===== src/rtl/spdc_pkg.sv =====
// types and constants of the staged delayed pulse channel
// no dependencies
package spdc_pkg;

  localparam int DELAY_W  = 31;
  localparam int TICKS_W  = 16;
  localparam int TIME_W   = 32;
  localparam int CFG_IDX_W = 2;
  localparam int CFG_DATA_W = 31;

  localparam int QDEPTH = 2;
  localparam int QPTR_W = $clog2(QDEPTH);
  localparam int QCNT_W = $clog2(QDEPTH + 1);

  localparam logic OP_SCHEDULE = 1'b0;
  localparam logic OP_EXPIRY   = 1'b1;

  localparam logic [CFG_IDX_W-1:0] CFG_MAX_DELAY = 2'd0;
  localparam logic [CFG_IDX_W-1:0] CFG_STAGE_THR = 2'd1;
  localparam logic [CFG_IDX_W-1:0] CFG_STAGE_STEP = 2'd2;

  localparam logic [DELAY_W-1:0] MAX_DELAY_RST  = 31'd20000000;
  localparam logic [TICKS_W-1:0] STAGE_THR_RST  = 16'd40000;
  localparam logic [TICKS_W-1:0] STAGE_STEP_RST = 16'd30000;

  typedef enum logic [2:0] {
    ACT_START  = 3'd0,
    ACT_FOLLOW = 3'd1,
    ACT_STOP   = 3'd2,
    ACT_ON     = 3'd3,
    ACT_OFF    = 3'd4,
    ACT_DROP   = 3'd5
  } action_t;

  typedef struct packed {
    logic [DELAY_W-1:0] max_delay;
    logic [TICKS_W-1:0] stage_thr;
    logic [TICKS_W-1:0] stage_step;
  } cfg_t;

  // queue entry: delay plus stamp folded into one sum
  typedef struct packed {
    logic               op;
    logic [TICKS_W-1:0] wid;
    logic [TIME_W-1:0]  sum;
    logic [TIME_W-1:0]  now;
  } entry_t;

endpackage


===== src/rtl/spdc_intf.sv =====
// channel interfaces of the staged delayed pulse channel
// depends on spdc_pkg
interface spdc_in_if;
  logic                         valid;
  logic                         ready;
  logic                         operation;
  logic [spdc_pkg::DELAY_W-1:0] start_delay;
  logic [spdc_pkg::TICKS_W-1:0] width;
  logic [spdc_pkg::TIME_W-1:0]  request_time;
  logic [spdc_pkg::TIME_W-1:0]  time_now;

  modport source(output valid, operation, start_delay, width, request_time, time_now,
                 input ready);
  modport sink(input valid, operation, start_delay, width, request_time, time_now,
               output ready);
endinterface

interface spdc_out_if;
  logic                         valid;
  logic                         ready;
  logic [2:0]                   action;
  logic [spdc_pkg::TICKS_W-1:0] timer_ticks;
  logic                         last_of_run;

  modport source(output valid, action, timer_ticks, last_of_run, input ready);
  modport sink(input valid, action, timer_ticks, last_of_run, output ready);
endinterface

interface spdc_cfg_if;
  logic                            valid;
  logic                            ready;
  logic [spdc_pkg::CFG_IDX_W-1:0]  index;
  logic [spdc_pkg::CFG_DATA_W-1:0] data;

  modport source(output valid, index, data, input ready);
  modport sink(input valid, index, data, output ready);
endinterface


===== src/rtl/spdc_front.sv =====
// front stage: takes input beats, masks the width, folds delay and stamp
// depends on spdc_pkg and spdc_intf
module spdc_front #(
  parameter int WIDTH_BITS = 16
) (
  input  logic              clk,
  input  logic              rst_n,
  spdc_in_if.sink           in_ch,
  output logic              push_valid,
  input  logic              push_ready,
  output spdc_pkg::entry_t  push_data
);

  localparam int PW = (WIDTH_BITS < spdc_pkg::TICKS_W) ? WIDTH_BITS : spdc_pkg::TICKS_W;

  logic             fr_valid_r;
  logic             fr_valid_nxt;
  spdc_pkg::entry_t fr_entry_r;
  spdc_pkg::entry_t fr_entry_nxt;
  logic             in_take;

  assign in_ch.ready = !fr_valid_r || push_ready;
  assign in_take     = in_ch.valid && in_ch.ready;
  assign push_valid  = fr_valid_r;
  assign push_data   = fr_entry_r;

  always_comb begin
    fr_valid_nxt = fr_valid_r && !push_ready;
    fr_entry_nxt = fr_entry_r;
    if (in_take) begin
      fr_valid_nxt     = 1'b1;
      fr_entry_nxt.op  = in_ch.operation;
      fr_entry_nxt.wid = spdc_pkg::TICKS_W'(in_ch.width[PW-1:0]);
      fr_entry_nxt.sum = spdc_pkg::TIME_W'(in_ch.start_delay) + in_ch.request_time;
      fr_entry_nxt.now = in_ch.time_now;
    end
  end

  always_ff @(posedge clk) begin
    if (!rst_n) begin
      fr_valid_r <= 1'b0;
    end else begin
      fr_valid_r <= fr_valid_nxt;
    end
    fr_entry_r <= fr_entry_nxt;
  end

endmodule


===== src/rtl/spdc_queue.sv =====
// two-entry queue between front and back
// depends on spdc_pkg
module spdc_queue (
  input  logic             clk,
  input  logic             rst_n,
  input  logic             push_valid,
  output logic             push_ready,
  input  spdc_pkg::entry_t push_data,
  output logic             pop_valid,
  input  logic             pop,
  output spdc_pkg::entry_t pop_data
);

  spdc_pkg::entry_t                  mem_r [spdc_pkg::QDEPTH];
  logic [spdc_pkg::QPTR_W-1:0]       wr_ptr_r;
  logic [spdc_pkg::QPTR_W-1:0]       rd_ptr_r;
  logic [spdc_pkg::QCNT_W-1:0]       cnt_r;
  logic [spdc_pkg::QCNT_W-1:0]       cnt_nxt;
  logic                              do_push;
  logic                              do_pop;

  assign push_ready = cnt_r != spdc_pkg::QCNT_W'(spdc_pkg::QDEPTH);
  assign pop_valid  = cnt_r != '0;
  assign pop_data   = mem_r[rd_ptr_r];
  assign do_push    = push_valid && push_ready;
  assign do_pop     = pop && pop_valid;

  always_comb begin
    cnt_nxt = cnt_r;
    if (do_push && !do_pop) begin
      cnt_nxt = cnt_r + 1'b1;
    end else if (do_pop && !do_push) begin
      cnt_nxt = cnt_r - 1'b1;
    end
  end

  always_ff @(posedge clk) begin
    if (!rst_n) begin
      wr_ptr_r <= '0;
      rd_ptr_r <= '0;
      cnt_r    <= '0;
    end else begin
      cnt_r <= cnt_nxt;
      if (do_push) begin
        wr_ptr_r <= wr_ptr_r + 1'b1;
      end
      if (do_pop) begin
        rd_ptr_r <= rd_ptr_r + 1'b1;
      end
    end
    if (do_push) begin
      mem_r[wr_ptr_r] <= push_data;
    end
  end

endmodule


===== src/rtl/spdc_back.sv =====
// back stage: channel phase, pending slot, pulse sequencer and result register
// depends on spdc_pkg and spdc_intf
module spdc_back #(
  parameter int WIDTH_BITS = 16
) (
  input  logic             clk,
  input  logic             rst_n,
  input  spdc_pkg::cfg_t   cfg,
  input  logic             q_valid,
  input  spdc_pkg::entry_t q_data,
  output logic             q_pop,
  spdc_out_if.source       out_ch
);

  localparam int PW = (WIDTH_BITS < spdc_pkg::TICKS_W) ? WIDTH_BITS : spdc_pkg::TICKS_W;
  localparam int DW = spdc_pkg::DELAY_W;
  localparam int TW = spdc_pkg::TICKS_W;
  localparam int MW = spdc_pkg::TIME_W;

  typedef enum logic [1:0] {BK_IDLE, BK_PULSE, BK_STOP, BK_START} bk_state_t;
  typedef enum logic [1:0] {PH_IDLE, PH_WAIT, PH_STAGED, PH_ACTIVE} phase_t;

  bk_state_t         bk_state_r, bk_state_nxt;
  phase_t            phase_r, phase_nxt;
  logic [DW-1:0]     delay_left_r, delay_left_nxt;
  logic [PW-1:0]     pulse_r, pulse_nxt;
  logic              pend_valid_r, pend_valid_nxt;
  logic [MW-1:0]     pend_sum_r, pend_sum_nxt;
  logic [TW-1:0]     pend_wid_r, pend_wid_nxt;
  logic [MW-1:0]     now_r, now_nxt;
  logic [MW-1:0]     diff_r, diff_nxt;
  logic [TW-1:0]     w_r, w_nxt;
  logic              out_valid_r, out_valid_nxt;
  spdc_pkg::action_t out_act_r, out_act_nxt;
  logic [TW-1:0]     out_ticks_r, out_ticks_nxt;
  logic              out_last_r, out_last_nxt;

  logic              emit_ok;
  logic [DW-1:0]     thr_ext;
  logic [DW-1:0]     step_ext;
  logic [MW:0]       wsum;
  logic [TW-1:0]     w_late;
  logic [TW-1:0]     w_new;
  logic [DW-1:0]     init;
  logic              st_drop;
  logic              st_staged;
  logic [DW-1:0]     st_left;
  logic [DW-1:0]     fo_left;

  assign emit_ok  = !out_valid_r || out_ch.ready;
  assign thr_ext  = DW'(cfg.stage_thr);
  assign step_ext = DW'(cfg.stage_step);

  // latency correction of a started request
  assign wsum   = {{(MW + 1 - TW){1'b0}}, w_r} + {diff_r[MW-1], diff_r};
  assign w_late = (!wsum[MW] && (wsum[TW-1:0] != '0)) ? wsum[TW-1:0] : '0;
  assign w_new  = diff_r[MW-1] ? w_late : w_r;
  assign init   = diff_r[MW-1] ? '0 : diff_r[DW-1:0];
  assign st_drop   = init > cfg.max_delay;
  assign st_staged = init > thr_ext;
  assign st_left   = (st_staged && (init > step_ext)) ? (init - step_ext) : '0;
  assign fo_left   = (delay_left_r > step_ext) ? (delay_left_r - step_ext) : '0;

  assign q_pop = (bk_state_r == BK_IDLE) && q_valid && emit_ok;

  assign out_ch.valid       = out_valid_r;
  assign out_ch.action      = out_act_r;
  assign out_ch.timer_ticks = out_ticks_r;
  assign out_ch.last_of_run = out_last_r;

  always_comb begin
    bk_state_nxt   = bk_state_r;
    phase_nxt      = phase_r;
    delay_left_nxt = delay_left_r;
    pulse_nxt      = pulse_r;
    pend_valid_nxt = pend_valid_r;
    pend_sum_nxt   = pend_sum_r;
    pend_wid_nxt   = pend_wid_r;
    now_nxt        = now_r;
    diff_nxt       = diff_r;
    w_nxt          = w_r;
    out_valid_nxt  = out_valid_r && !out_ch.ready;
    out_act_nxt    = out_act_r;
    out_ticks_nxt  = out_ticks_r;
    out_last_nxt   = out_last_r;
    unique case (bk_state_r)
      BK_IDLE: begin
        if (q_pop) begin
          if (q_data.op == spdc_pkg::OP_SCHEDULE) begin
            if (phase_r != PH_IDLE) begin
              pend_valid_nxt = 1'b1;
              pend_sum_nxt   = q_data.sum;
              pend_wid_nxt   = q_data.wid;
            end else begin
              diff_nxt     = q_data.sum - q_data.now;
              w_nxt        = q_data.wid;
              bk_state_nxt = BK_START;
            end
          end else begin
            unique case (phase_r)
              PH_STAGED: begin
                out_valid_nxt = 1'b1;
                out_act_nxt   = spdc_pkg::ACT_FOLLOW;
                out_last_nxt  = 1'b1;
                if (delay_left_r > thr_ext) begin
                  delay_left_nxt = fo_left;
                  out_ticks_nxt  = cfg.stage_step;
                end else begin
                  phase_nxt      = PH_WAIT;
                  out_ticks_nxt  = delay_left_r[TW-1:0];
                  delay_left_nxt = '0;
                end
              end
              PH_WAIT: begin
                out_valid_nxt = 1'b1;
                out_act_nxt   = spdc_pkg::ACT_ON;
                out_ticks_nxt = '0;
                out_last_nxt  = 1'b0;
                phase_nxt     = PH_ACTIVE;
                bk_state_nxt  = BK_PULSE;
              end
              PH_ACTIVE: begin
                out_valid_nxt = 1'b1;
                out_act_nxt   = spdc_pkg::ACT_OFF;
                out_ticks_nxt = '0;
                out_last_nxt  = 1'b0;
                now_nxt       = q_data.now;
                bk_state_nxt  = BK_STOP;
              end
              PH_IDLE: begin
              end
            endcase
          end
        end
      end
      BK_PULSE: begin
        if (emit_ok) begin
          out_valid_nxt = 1'b1;
          out_act_nxt   = spdc_pkg::ACT_FOLLOW;
          out_ticks_nxt = TW'(pulse_r);
          out_last_nxt  = 1'b1;
          bk_state_nxt  = BK_IDLE;
        end
      end
      BK_STOP: begin
        if (emit_ok) begin
          out_valid_nxt = 1'b1;
          out_act_nxt   = spdc_pkg::ACT_STOP;
          out_ticks_nxt = '0;
          out_last_nxt  = !pend_valid_r;
          phase_nxt     = PH_IDLE;
          if (pend_valid_r) begin
            pend_valid_nxt = 1'b0;
            diff_nxt       = pend_sum_r - now_r;
            w_nxt          = pend_wid_r;
            bk_state_nxt   = BK_START;
          end else begin
            bk_state_nxt = BK_IDLE;
          end
        end
      end
      BK_START: begin
        if (emit_ok) begin
          out_valid_nxt = 1'b1;
          out_last_nxt  = 1'b1;
          bk_state_nxt  = BK_IDLE;
          if (st_drop) begin
            out_act_nxt   = spdc_pkg::ACT_DROP;
            out_ticks_nxt = '0;
          end else begin
            out_act_nxt    = spdc_pkg::ACT_START;
            pulse_nxt      = w_new[PW-1:0];
            delay_left_nxt = st_left;
            if (st_staged) begin
              phase_nxt     = PH_STAGED;
              out_ticks_nxt = cfg.stage_step;
            end else begin
              phase_nxt     = PH_WAIT;
              out_ticks_nxt = init[TW-1:0];
            end
          end
        end
      end
    endcase
  end

  always_ff @(posedge clk) begin
    if (!rst_n) begin
      bk_state_r   <= BK_IDLE;
      phase_r      <= PH_IDLE;
      pend_valid_r <= 1'b0;
      out_valid_r  <= 1'b0;
    end else begin
      bk_state_r   <= bk_state_nxt;
      phase_r      <= phase_nxt;
      pend_valid_r <= pend_valid_nxt;
      out_valid_r  <= out_valid_nxt;
    end
    delay_left_r <= delay_left_nxt;
    pulse_r      <= pulse_nxt;
    pend_sum_r   <= pend_sum_nxt;
    pend_wid_r   <= pend_wid_nxt;
    now_r        <= now_nxt;
    diff_r       <= diff_nxt;
    w_r          <= w_nxt;
    out_act_r    <= out_act_nxt;
    out_ticks_r  <= out_ticks_nxt;
    out_last_r   <= out_last_nxt;
  end

endmodule


===== src/rtl/staged_delayed_pulse_channel_top.sv =====
// path: front register, two-entry queue, back stage and result register, with a start
// from idle passing the BK_START state; throughput: front takes a beat every cycle
// while the queue has room; back pops one item per cycle when idle and out_ch is free
// reset: synchronous active low; clears queue, phase, pending slot and result
// register; configuration returns to its defaults; cfg writes always accepted
module staged_delayed_pulse_channel_top #(
  parameter int WIDTH_BITS = 16
) (
  input  logic       clk,
  input  logic       rst_n,
  spdc_in_if.sink    in_ch,
  spdc_out_if.source out_ch,
  spdc_cfg_if.sink   cfg_ch
);

  spdc_pkg::cfg_t   cfg_r;
  spdc_pkg::cfg_t   cfg_nxt;
  logic             push_valid;
  logic             push_ready;
  spdc_pkg::entry_t push_data;
  logic             q_valid;
  logic             q_pop;
  spdc_pkg::entry_t q_data;

  assign cfg_ch.ready = 1'b1;

  always_comb begin
    cfg_nxt = cfg_r;
    if (cfg_ch.valid) begin
      unique case (cfg_ch.index)
        spdc_pkg::CFG_MAX_DELAY:  cfg_nxt.max_delay  = cfg_ch.data;
        spdc_pkg::CFG_STAGE_THR:  cfg_nxt.stage_thr  = cfg_ch.data[spdc_pkg::TICKS_W-1:0];
        spdc_pkg::CFG_STAGE_STEP: cfg_nxt.stage_step = cfg_ch.data[spdc_pkg::TICKS_W-1:0];
        default: begin
        end
      endcase
    end
  end

  always_ff @(posedge clk) begin
    if (!rst_n) begin
      cfg_r.max_delay  <= spdc_pkg::MAX_DELAY_RST;
      cfg_r.stage_thr  <= spdc_pkg::STAGE_THR_RST;
      cfg_r.stage_step <= spdc_pkg::STAGE_STEP_RST;
    end else begin
      cfg_r <= cfg_nxt;
    end
  end

  spdc_front #(
    .WIDTH_BITS(WIDTH_BITS)
  ) u_front (
    .clk        (clk),
    .rst_n      (rst_n),
    .in_ch      (in_ch),
    .push_valid (push_valid),
    .push_ready (push_ready),
    .push_data  (push_data)
  );

  spdc_queue u_queue (
    .clk        (clk),
    .rst_n      (rst_n),
    .push_valid (push_valid),
    .push_ready (push_ready),
    .push_data  (push_data),
    .pop_valid  (q_valid),
    .pop        (q_pop),
    .pop_data   (q_data)
  );

  spdc_back #(
    .WIDTH_BITS(WIDTH_BITS)
  ) u_back (
    .clk     (clk),
    .rst_n   (rst_n),
    .cfg     (cfg_r),
    .q_valid (q_valid),
    .q_data  (q_data),
    .q_pop   (q_pop),
    .out_ch  (out_ch)
  );

endmodule


===== src/flat_wrapper.sv =====
// flat-port wrapper written by rule: the top's interface ports become plain ports
module staged_delayed_pulse_channel_top_flat 
#(
  parameter int WIDTH_BITS = 16
)
  (clk, rst_n, in_ch_valid, in_ch_operation, in_ch_start_delay, in_ch_width, in_ch_request_time, in_ch_time_now, in_ch_ready, out_ch_valid, out_ch_action, out_ch_timer_ticks, out_ch_last_of_run, out_ch_ready, cfg_ch_valid, cfg_ch_index, cfg_ch_data, cfg_ch_ready);
  spdc_in_if in_ch_i ();
  spdc_out_if out_ch_i ();
  spdc_cfg_if cfg_ch_i ();
  input  logic clk;
  input  logic rst_n;
  input wire logic [$bits(in_ch_i.valid)-1:0] in_ch_valid;
  input wire logic [$bits(in_ch_i.operation)-1:0] in_ch_operation;
  input wire logic [$bits(in_ch_i.start_delay)-1:0] in_ch_start_delay;
  input wire logic [$bits(in_ch_i.width)-1:0] in_ch_width;
  input wire logic [$bits(in_ch_i.request_time)-1:0] in_ch_request_time;
  input wire logic [$bits(in_ch_i.time_now)-1:0] in_ch_time_now;
  output wire logic [$bits(in_ch_i.ready)-1:0] in_ch_ready;
  output wire logic [$bits(out_ch_i.valid)-1:0] out_ch_valid;
  output wire logic [$bits(out_ch_i.action)-1:0] out_ch_action;
  output wire logic [$bits(out_ch_i.timer_ticks)-1:0] out_ch_timer_ticks;
  output wire logic [$bits(out_ch_i.last_of_run)-1:0] out_ch_last_of_run;
  input wire logic [$bits(out_ch_i.ready)-1:0] out_ch_ready;
  input wire logic [$bits(cfg_ch_i.valid)-1:0] cfg_ch_valid;
  input wire logic [$bits(cfg_ch_i.index)-1:0] cfg_ch_index;
  input wire logic [$bits(cfg_ch_i.data)-1:0] cfg_ch_data;
  output wire logic [$bits(cfg_ch_i.ready)-1:0] cfg_ch_ready;
  assign in_ch_i.valid = in_ch_valid;
  assign in_ch_i.operation = in_ch_operation;
  assign in_ch_i.start_delay = in_ch_start_delay;
  assign in_ch_i.width = in_ch_width;
  assign in_ch_i.request_time = in_ch_request_time;
  assign in_ch_i.time_now = in_ch_time_now;
  assign in_ch_ready = in_ch_i.ready;
  assign out_ch_valid = out_ch_i.valid;
  assign out_ch_action = out_ch_i.action;
  assign out_ch_timer_ticks = out_ch_i.timer_ticks;
  assign out_ch_last_of_run = out_ch_i.last_of_run;
  assign out_ch_i.ready = out_ch_ready;
  assign cfg_ch_i.valid = cfg_ch_valid;
  assign cfg_ch_i.index = cfg_ch_index;
  assign cfg_ch_i.data = cfg_ch_data;
  assign cfg_ch_ready = cfg_ch_i.ready;
  staged_delayed_pulse_channel_top #(.WIDTH_BITS(WIDTH_BITS)) u_core (.clk(clk), .rst_n(rst_n), .in_ch(in_ch_i), .out_ch(out_ch_i), .cfg_ch(cfg_ch_i));
endmodule

===== config.mk =====
export PLATFORM = sky130hd
export DESIGN_NAME = staged_delayed_pulse_channel_top_flat
export DESIGN_NICKNAME = d
export VERILOG_FILES = /design/src/rtl/spdc_pkg.sv /design/src/rtl/spdc_intf.sv /design/src/rtl/spdc_front.sv /design/src/rtl/spdc_queue.sv /design/src/rtl/spdc_back.sv /design/src/rtl/staged_delayed_pulse_channel_top.sv /design/src/flat_wrapper.sv
export SDC_FILE = /design/constraint.sdc
export NUM_CORES = 1
export LEC_CHECK = 0
export ABC_AREA = 1
export BUFFER_PORTS_ARGS = -buffer_cell sky130_fd_sc_hd__buf_2
export CAP_MARGIN = 20
export CORE_UTILIZATION = 65
export CTS_BUF_LIST = sky130_fd_sc_hd__clkbuf_8
export CTS_CLUSTER_SIZE = 30
export DETAILED_ROUTE_END_ITERATION = 8
export PLACE_DENSITY = 0.84
export SETUP_SLACK_MARGIN = 0.15
export SYNTH_ARGS = -nofsm -noshare
export SYNTH_HDL_FRONTEND = slang
export SYNTH_SLANG_ARGS = --single-unit

===== constraint.sdc =====
create_clock -name clk -period 7.5 [get_ports clk]
set_input_delay 0.375 -clock clk [delete_from_list [all_inputs] [get_ports clk]]
set_output_delay 0.375 -clock clk [all_outputs]
set_load 0.005 [all_outputs]

==> results.txt <==
* Status: complete, no violations
- Skew final: 0.0483 ns
- The most used flip-flop cell after synthesis is sky130_fd_sc_hd__edfxtp_1.
- The signal on the critical path passes through buf_4 -> nor2_1 -> ha_1 -> nand2_1 -> nor2_1 -> nand4_1 -> nor4_1 -> nand4_1 -> a21oi_4 -> inv_1 -> nor2_1 -> buf_4.
* Total of flip-flops plus latches after synthesis: 513
- For this run, the total global-route usage over all layers was measured as 0.400.
- Placer congestion estimate: 1.03
- Of all nets on the critical path, the largest fanout is 25.
- Of the total synthesized cell area, the portion taken by XOR and XNOR cells is 0.0247.
- The initial antenna violation count is 0.
* Number of setup buffers added after CTS: 0
* Width of the die: 219 um
- The clock reaches the later pin of the worst-skew pair after 0.72 ns.
* Area of the mapped netlist: 0.0305 sq mm
- Static leakage: 15.1 nW
- At the pin with the least slew margin, the transition time is 1.04 ns.
- CTS Root Cell: sky130_fd_sc_hd__clkbuf_8
* Data required time at the worst endpoint: 7.92 ns
* CP dominant cell by count: sky130_fd_sc_hd__nor2_1
* DRT antenna net count: 0
* Unrepaired setup endpoints after global routing: no
- When the netlist entered floorplanning its net count stood at 3817.
* Fraction of layout cells with a size suffix above 1: 0.123
- In this run the core area contains 78 standard-cell rows.
* Synth-to-Final Area Change: 12.9%
- Fraction of the mapped netlist area in adder cells: 0.0805
- The library cell used most frequently in the layout, excluding fill and tap cells, is sky130_fd_sc_hd__nand2_1.
- Worst slew slack as a fraction of its limit: 0.302
- Ranked by total cell area, the synthesized netlist is headed by sky130_fd_sc_hd__edfxtp_1 (43%), sky130_fd_sc_hd__nand2_1 (9.0%), sky130_fd_sc_hd__ha_1 (7.7%).
- After layout, the worst setup slack is 3.36 ns.
* Starting Density: 0.666
* Num ports: 173
* Power per cell area: 375 mW/mm^2
- Portion of netlist area occupied by mux cells: 0.0184
* Worst VDD drop: 0.348 mV
- Mean instance size in the synthesized netlist: 8.77 sq um
- DP HPWL: 67600 um
* Placed Area: 0.0319 sq mm
- The clock passes through at most 3 buffers.
- Layout Cell Area excl Fill: 0.0344 sq mm
* Sequential-to-total area share from yosys stat: 0.481
- Fill count: 3202
* Number of failing hold endpoints at the final stage: 0
- CP peak stage delay: 0.56 ns
- The final layout contains 4103 nets.
* Yosys top cell area share: 0.432
- Setup violations remaining at the end of the flow were counted as 0.
- After detailed routing, the number of remaining DRC violations is 0.
* Post-route setup TNS: 0 ns
- The first global-routing pass estimated 143000 um of wire.
* Commonest cells after routing, fill and taps aside: sky130_fd_sc_hd__nand2_1 (732), sky130_fd_sc_hd__inv_1 (502), sky130_fd_sc_hd__edfxtp_1 (438), sky130_fd_sc_hd__nor2_1 (306), sky130_fd_sc_hd__a21oi_1 (275)
- The worst setup path is captured at a flip-flop.
* Signal arrival time at the worst endpoint: 4.57 ns
* Total Routed Length: 95600 um
- Via count: 26600
- For this design, the CTS-stage hold fixing added 78 buffers.
- Cell at the slowest stage of the critical path: sky130_fd_sc_hd__a21oi_4
* Sinks on the clock net: 513
- Critical path start-end classification: flip-flop to flip-flop
- The number of antenna diodes in the final layout is 0.
* Worst hold-check slack: 0.0363 ns
- Yosys cell types: 62
- The via count of the first global-routing pass is 26000.
* Routed via count divided by cell count: 6.02
* Largest net degree at the start of global routing: 72
- Average routed wire per standard cell: 21.6 um
- The first routing iteration left 2821 violations.
* Proportion of synthesized flip-flops having asynchronous set or reset: 0
- The max-slew violation count was 0.
* Path type of the worst min-delay path: input pin to flip-flop
* CTS tree: yes
* Startpoint class of the critical path: flip-flop
- Total congestion overflow: 0
- Cells after Synth: 3474
- TritonCTS created 84 clock buffers.
* Number of max-cap violations: 0
* Pre-CTS setup slack: 3.09 ns
- Fraction of the mapped netlist area in simple logic gates: 0.208
- Post-synthesis compound-gate area fraction: 0.115
* Chip height: 219 um
- H-tree levels: 3
- The clock period could shrink to 4.14 ns.
- Achievable clock frequency: 241 MHz
- Ys Warns: 0
- The region available for standard cell placement spans 0.0458 sq mm.
- Post-synthesis cell type with the largest combined area: sky130_fd_sc_hd__edfxtp_1
- For this run, the detailed router's first-pass iteration total came to 8.
* Period Utilization, post-route: 0.552
- The number of gates resized after CTS was 0.
* Main combinational cell family by area after synthesis: simple AND/OR/NAND/NOR gates
- Clock-pin slew reported for the worst setup and hold paths after clock tree synthesis: 0.06 ns
- Area of the die: 0.0478 sq mm
- Counting flops with a built-in enable in the synthesized netlist gives 438.
- Count of input and output buffers: 171
## cell usage after synthesis, drive strengths merged, types with 14 or more instances
library cell	n
ha	188
nand3	239
clkbuf	49
edfxtp	438
a21oi	279
mux2	48
a21o	20
dfxtp	75
nand4	40
nor4	14
o21bai	18
nor2	330
o21ai	241
xor2	62
nor3	38
o211ai	25
nand2	752
xnor2	24
inv	486
buf	21
## area by class of cell
cell class | count | area, sq um | share of cell area
Clock buffer | 88 | 1210 | 0.0352
Clock inverter | 65 | 467 | 0.0136
Inverter | 489 | 1840 | 0.0535
Multi-Input combinational cell | 2402 | 13700 | 0.397
Sequential cell | 513 | 14700 | 0.426
Tap cell | 600 | 751 | 0.0218
Timing Repair Buffer | 270 | 1810 | 0.0527
## report_power, final
group          switching (mW)  internal (mW)
clock                    1.26           1.26
combinational            4.24           1.91
sequential              0.358           3.86
total                    5.86           7.03
## registers in the layout (all words and copies together), names as in the netlist, 2 cells and up, named ones only
register	count
u_core.u_back.now_r	32
u_core.u_front.push_data	81
u_core.u_back.phase_r	2
u_core.cfg_r	63
u_core.u_back.w_r	16
u_core.u_back.out_ch.timer_ticks	16
u_core.u_back.pulse_r	16
u_core.u_queue.cnt_r	2
u_core.u_queue.mem_r	162
u_core.u_back.pend_sum_r	32
u_core.u_back.diff_r	32
u_core.u_back.delay_left_r	31
u_core.u_back.out_ch.action	3
u_core.u_back.bk_state_r	2
u_core.u_back.pend_wid_r	16
## per-layer routing
metal  share of wire  GRT usage  vias up
li1                -          -    12400
met1            0.36      0.459    12300
met2            0.49      0.687     1557
met3           0.082     0.0739      378
met4           0.068      0.251        0
met5               0          0        -
## cell families (layout without fill, tap and decap cells)
| kind of cell | after synthesis | in the layout |
|---|---|---|
| compound gates | 634 | 634 |
| xor+xnor | 86 | 86 |
| fa+ha+maj | 193 | 193 |
| buf+inv | 559 | 912 |
| flops | 513 | 513 |
| mux | 50 | 50 |
| other cells | 1 | 1 |
| simple gates | 1438 | 1438 |
## worst max-delay path, delay by kind of cell (launching register included)
kind | cells | cell delay (ns)
compound gates | 1 | 0.56
fa+ha+maj | 1 | 0.32
buf+inv | 3 | 0.71
flops | 1 | 0.36
simple gates | 7 | 1.87
## path summary, 6_finish.rpt
check / slack, ns / startpoint / endpoint / cells after the start
min: 0.04 / cfg_ch_data[30] / u_core.cfg_r[62]$_SDFFE_PN0P_ / 3
max: 3.36 / u_core.u_back.diff_r[31]$_DFFE_PP_ / u_core.u_back.pulse_r[2]$_DFFE_PP_ / 12
max reg2reg: 3.36 / u_core.u_back.diff_r[31]$_DFFE_PP_ / u_core.u_back.pulse_r[2]$_DFFE_PP_ / 12
min reg2reg: 0.43 / u_core.u_front.push_data[0]$_DFFE_PP_ / u_core.u_queue.mem_r[1][0]$_DFFE_PP_ / 0
## through the flow
| step | util | std cells | power (mW) |
|---|---|---|---|
| CTS | 0.752 | 4426 | 12.6 |
| detailed placement | 0.698 | 4195 | 10.1 |
| global placement | 0.697 | 4194 | 10.0 |
| floorplan | - | 3474 | 8.31 |
| finish | 0.752 | 4427 | 12.9 |
| global route | 0.752 | 4427 | 13.6 |
Power figures use the tool's default switching activity.
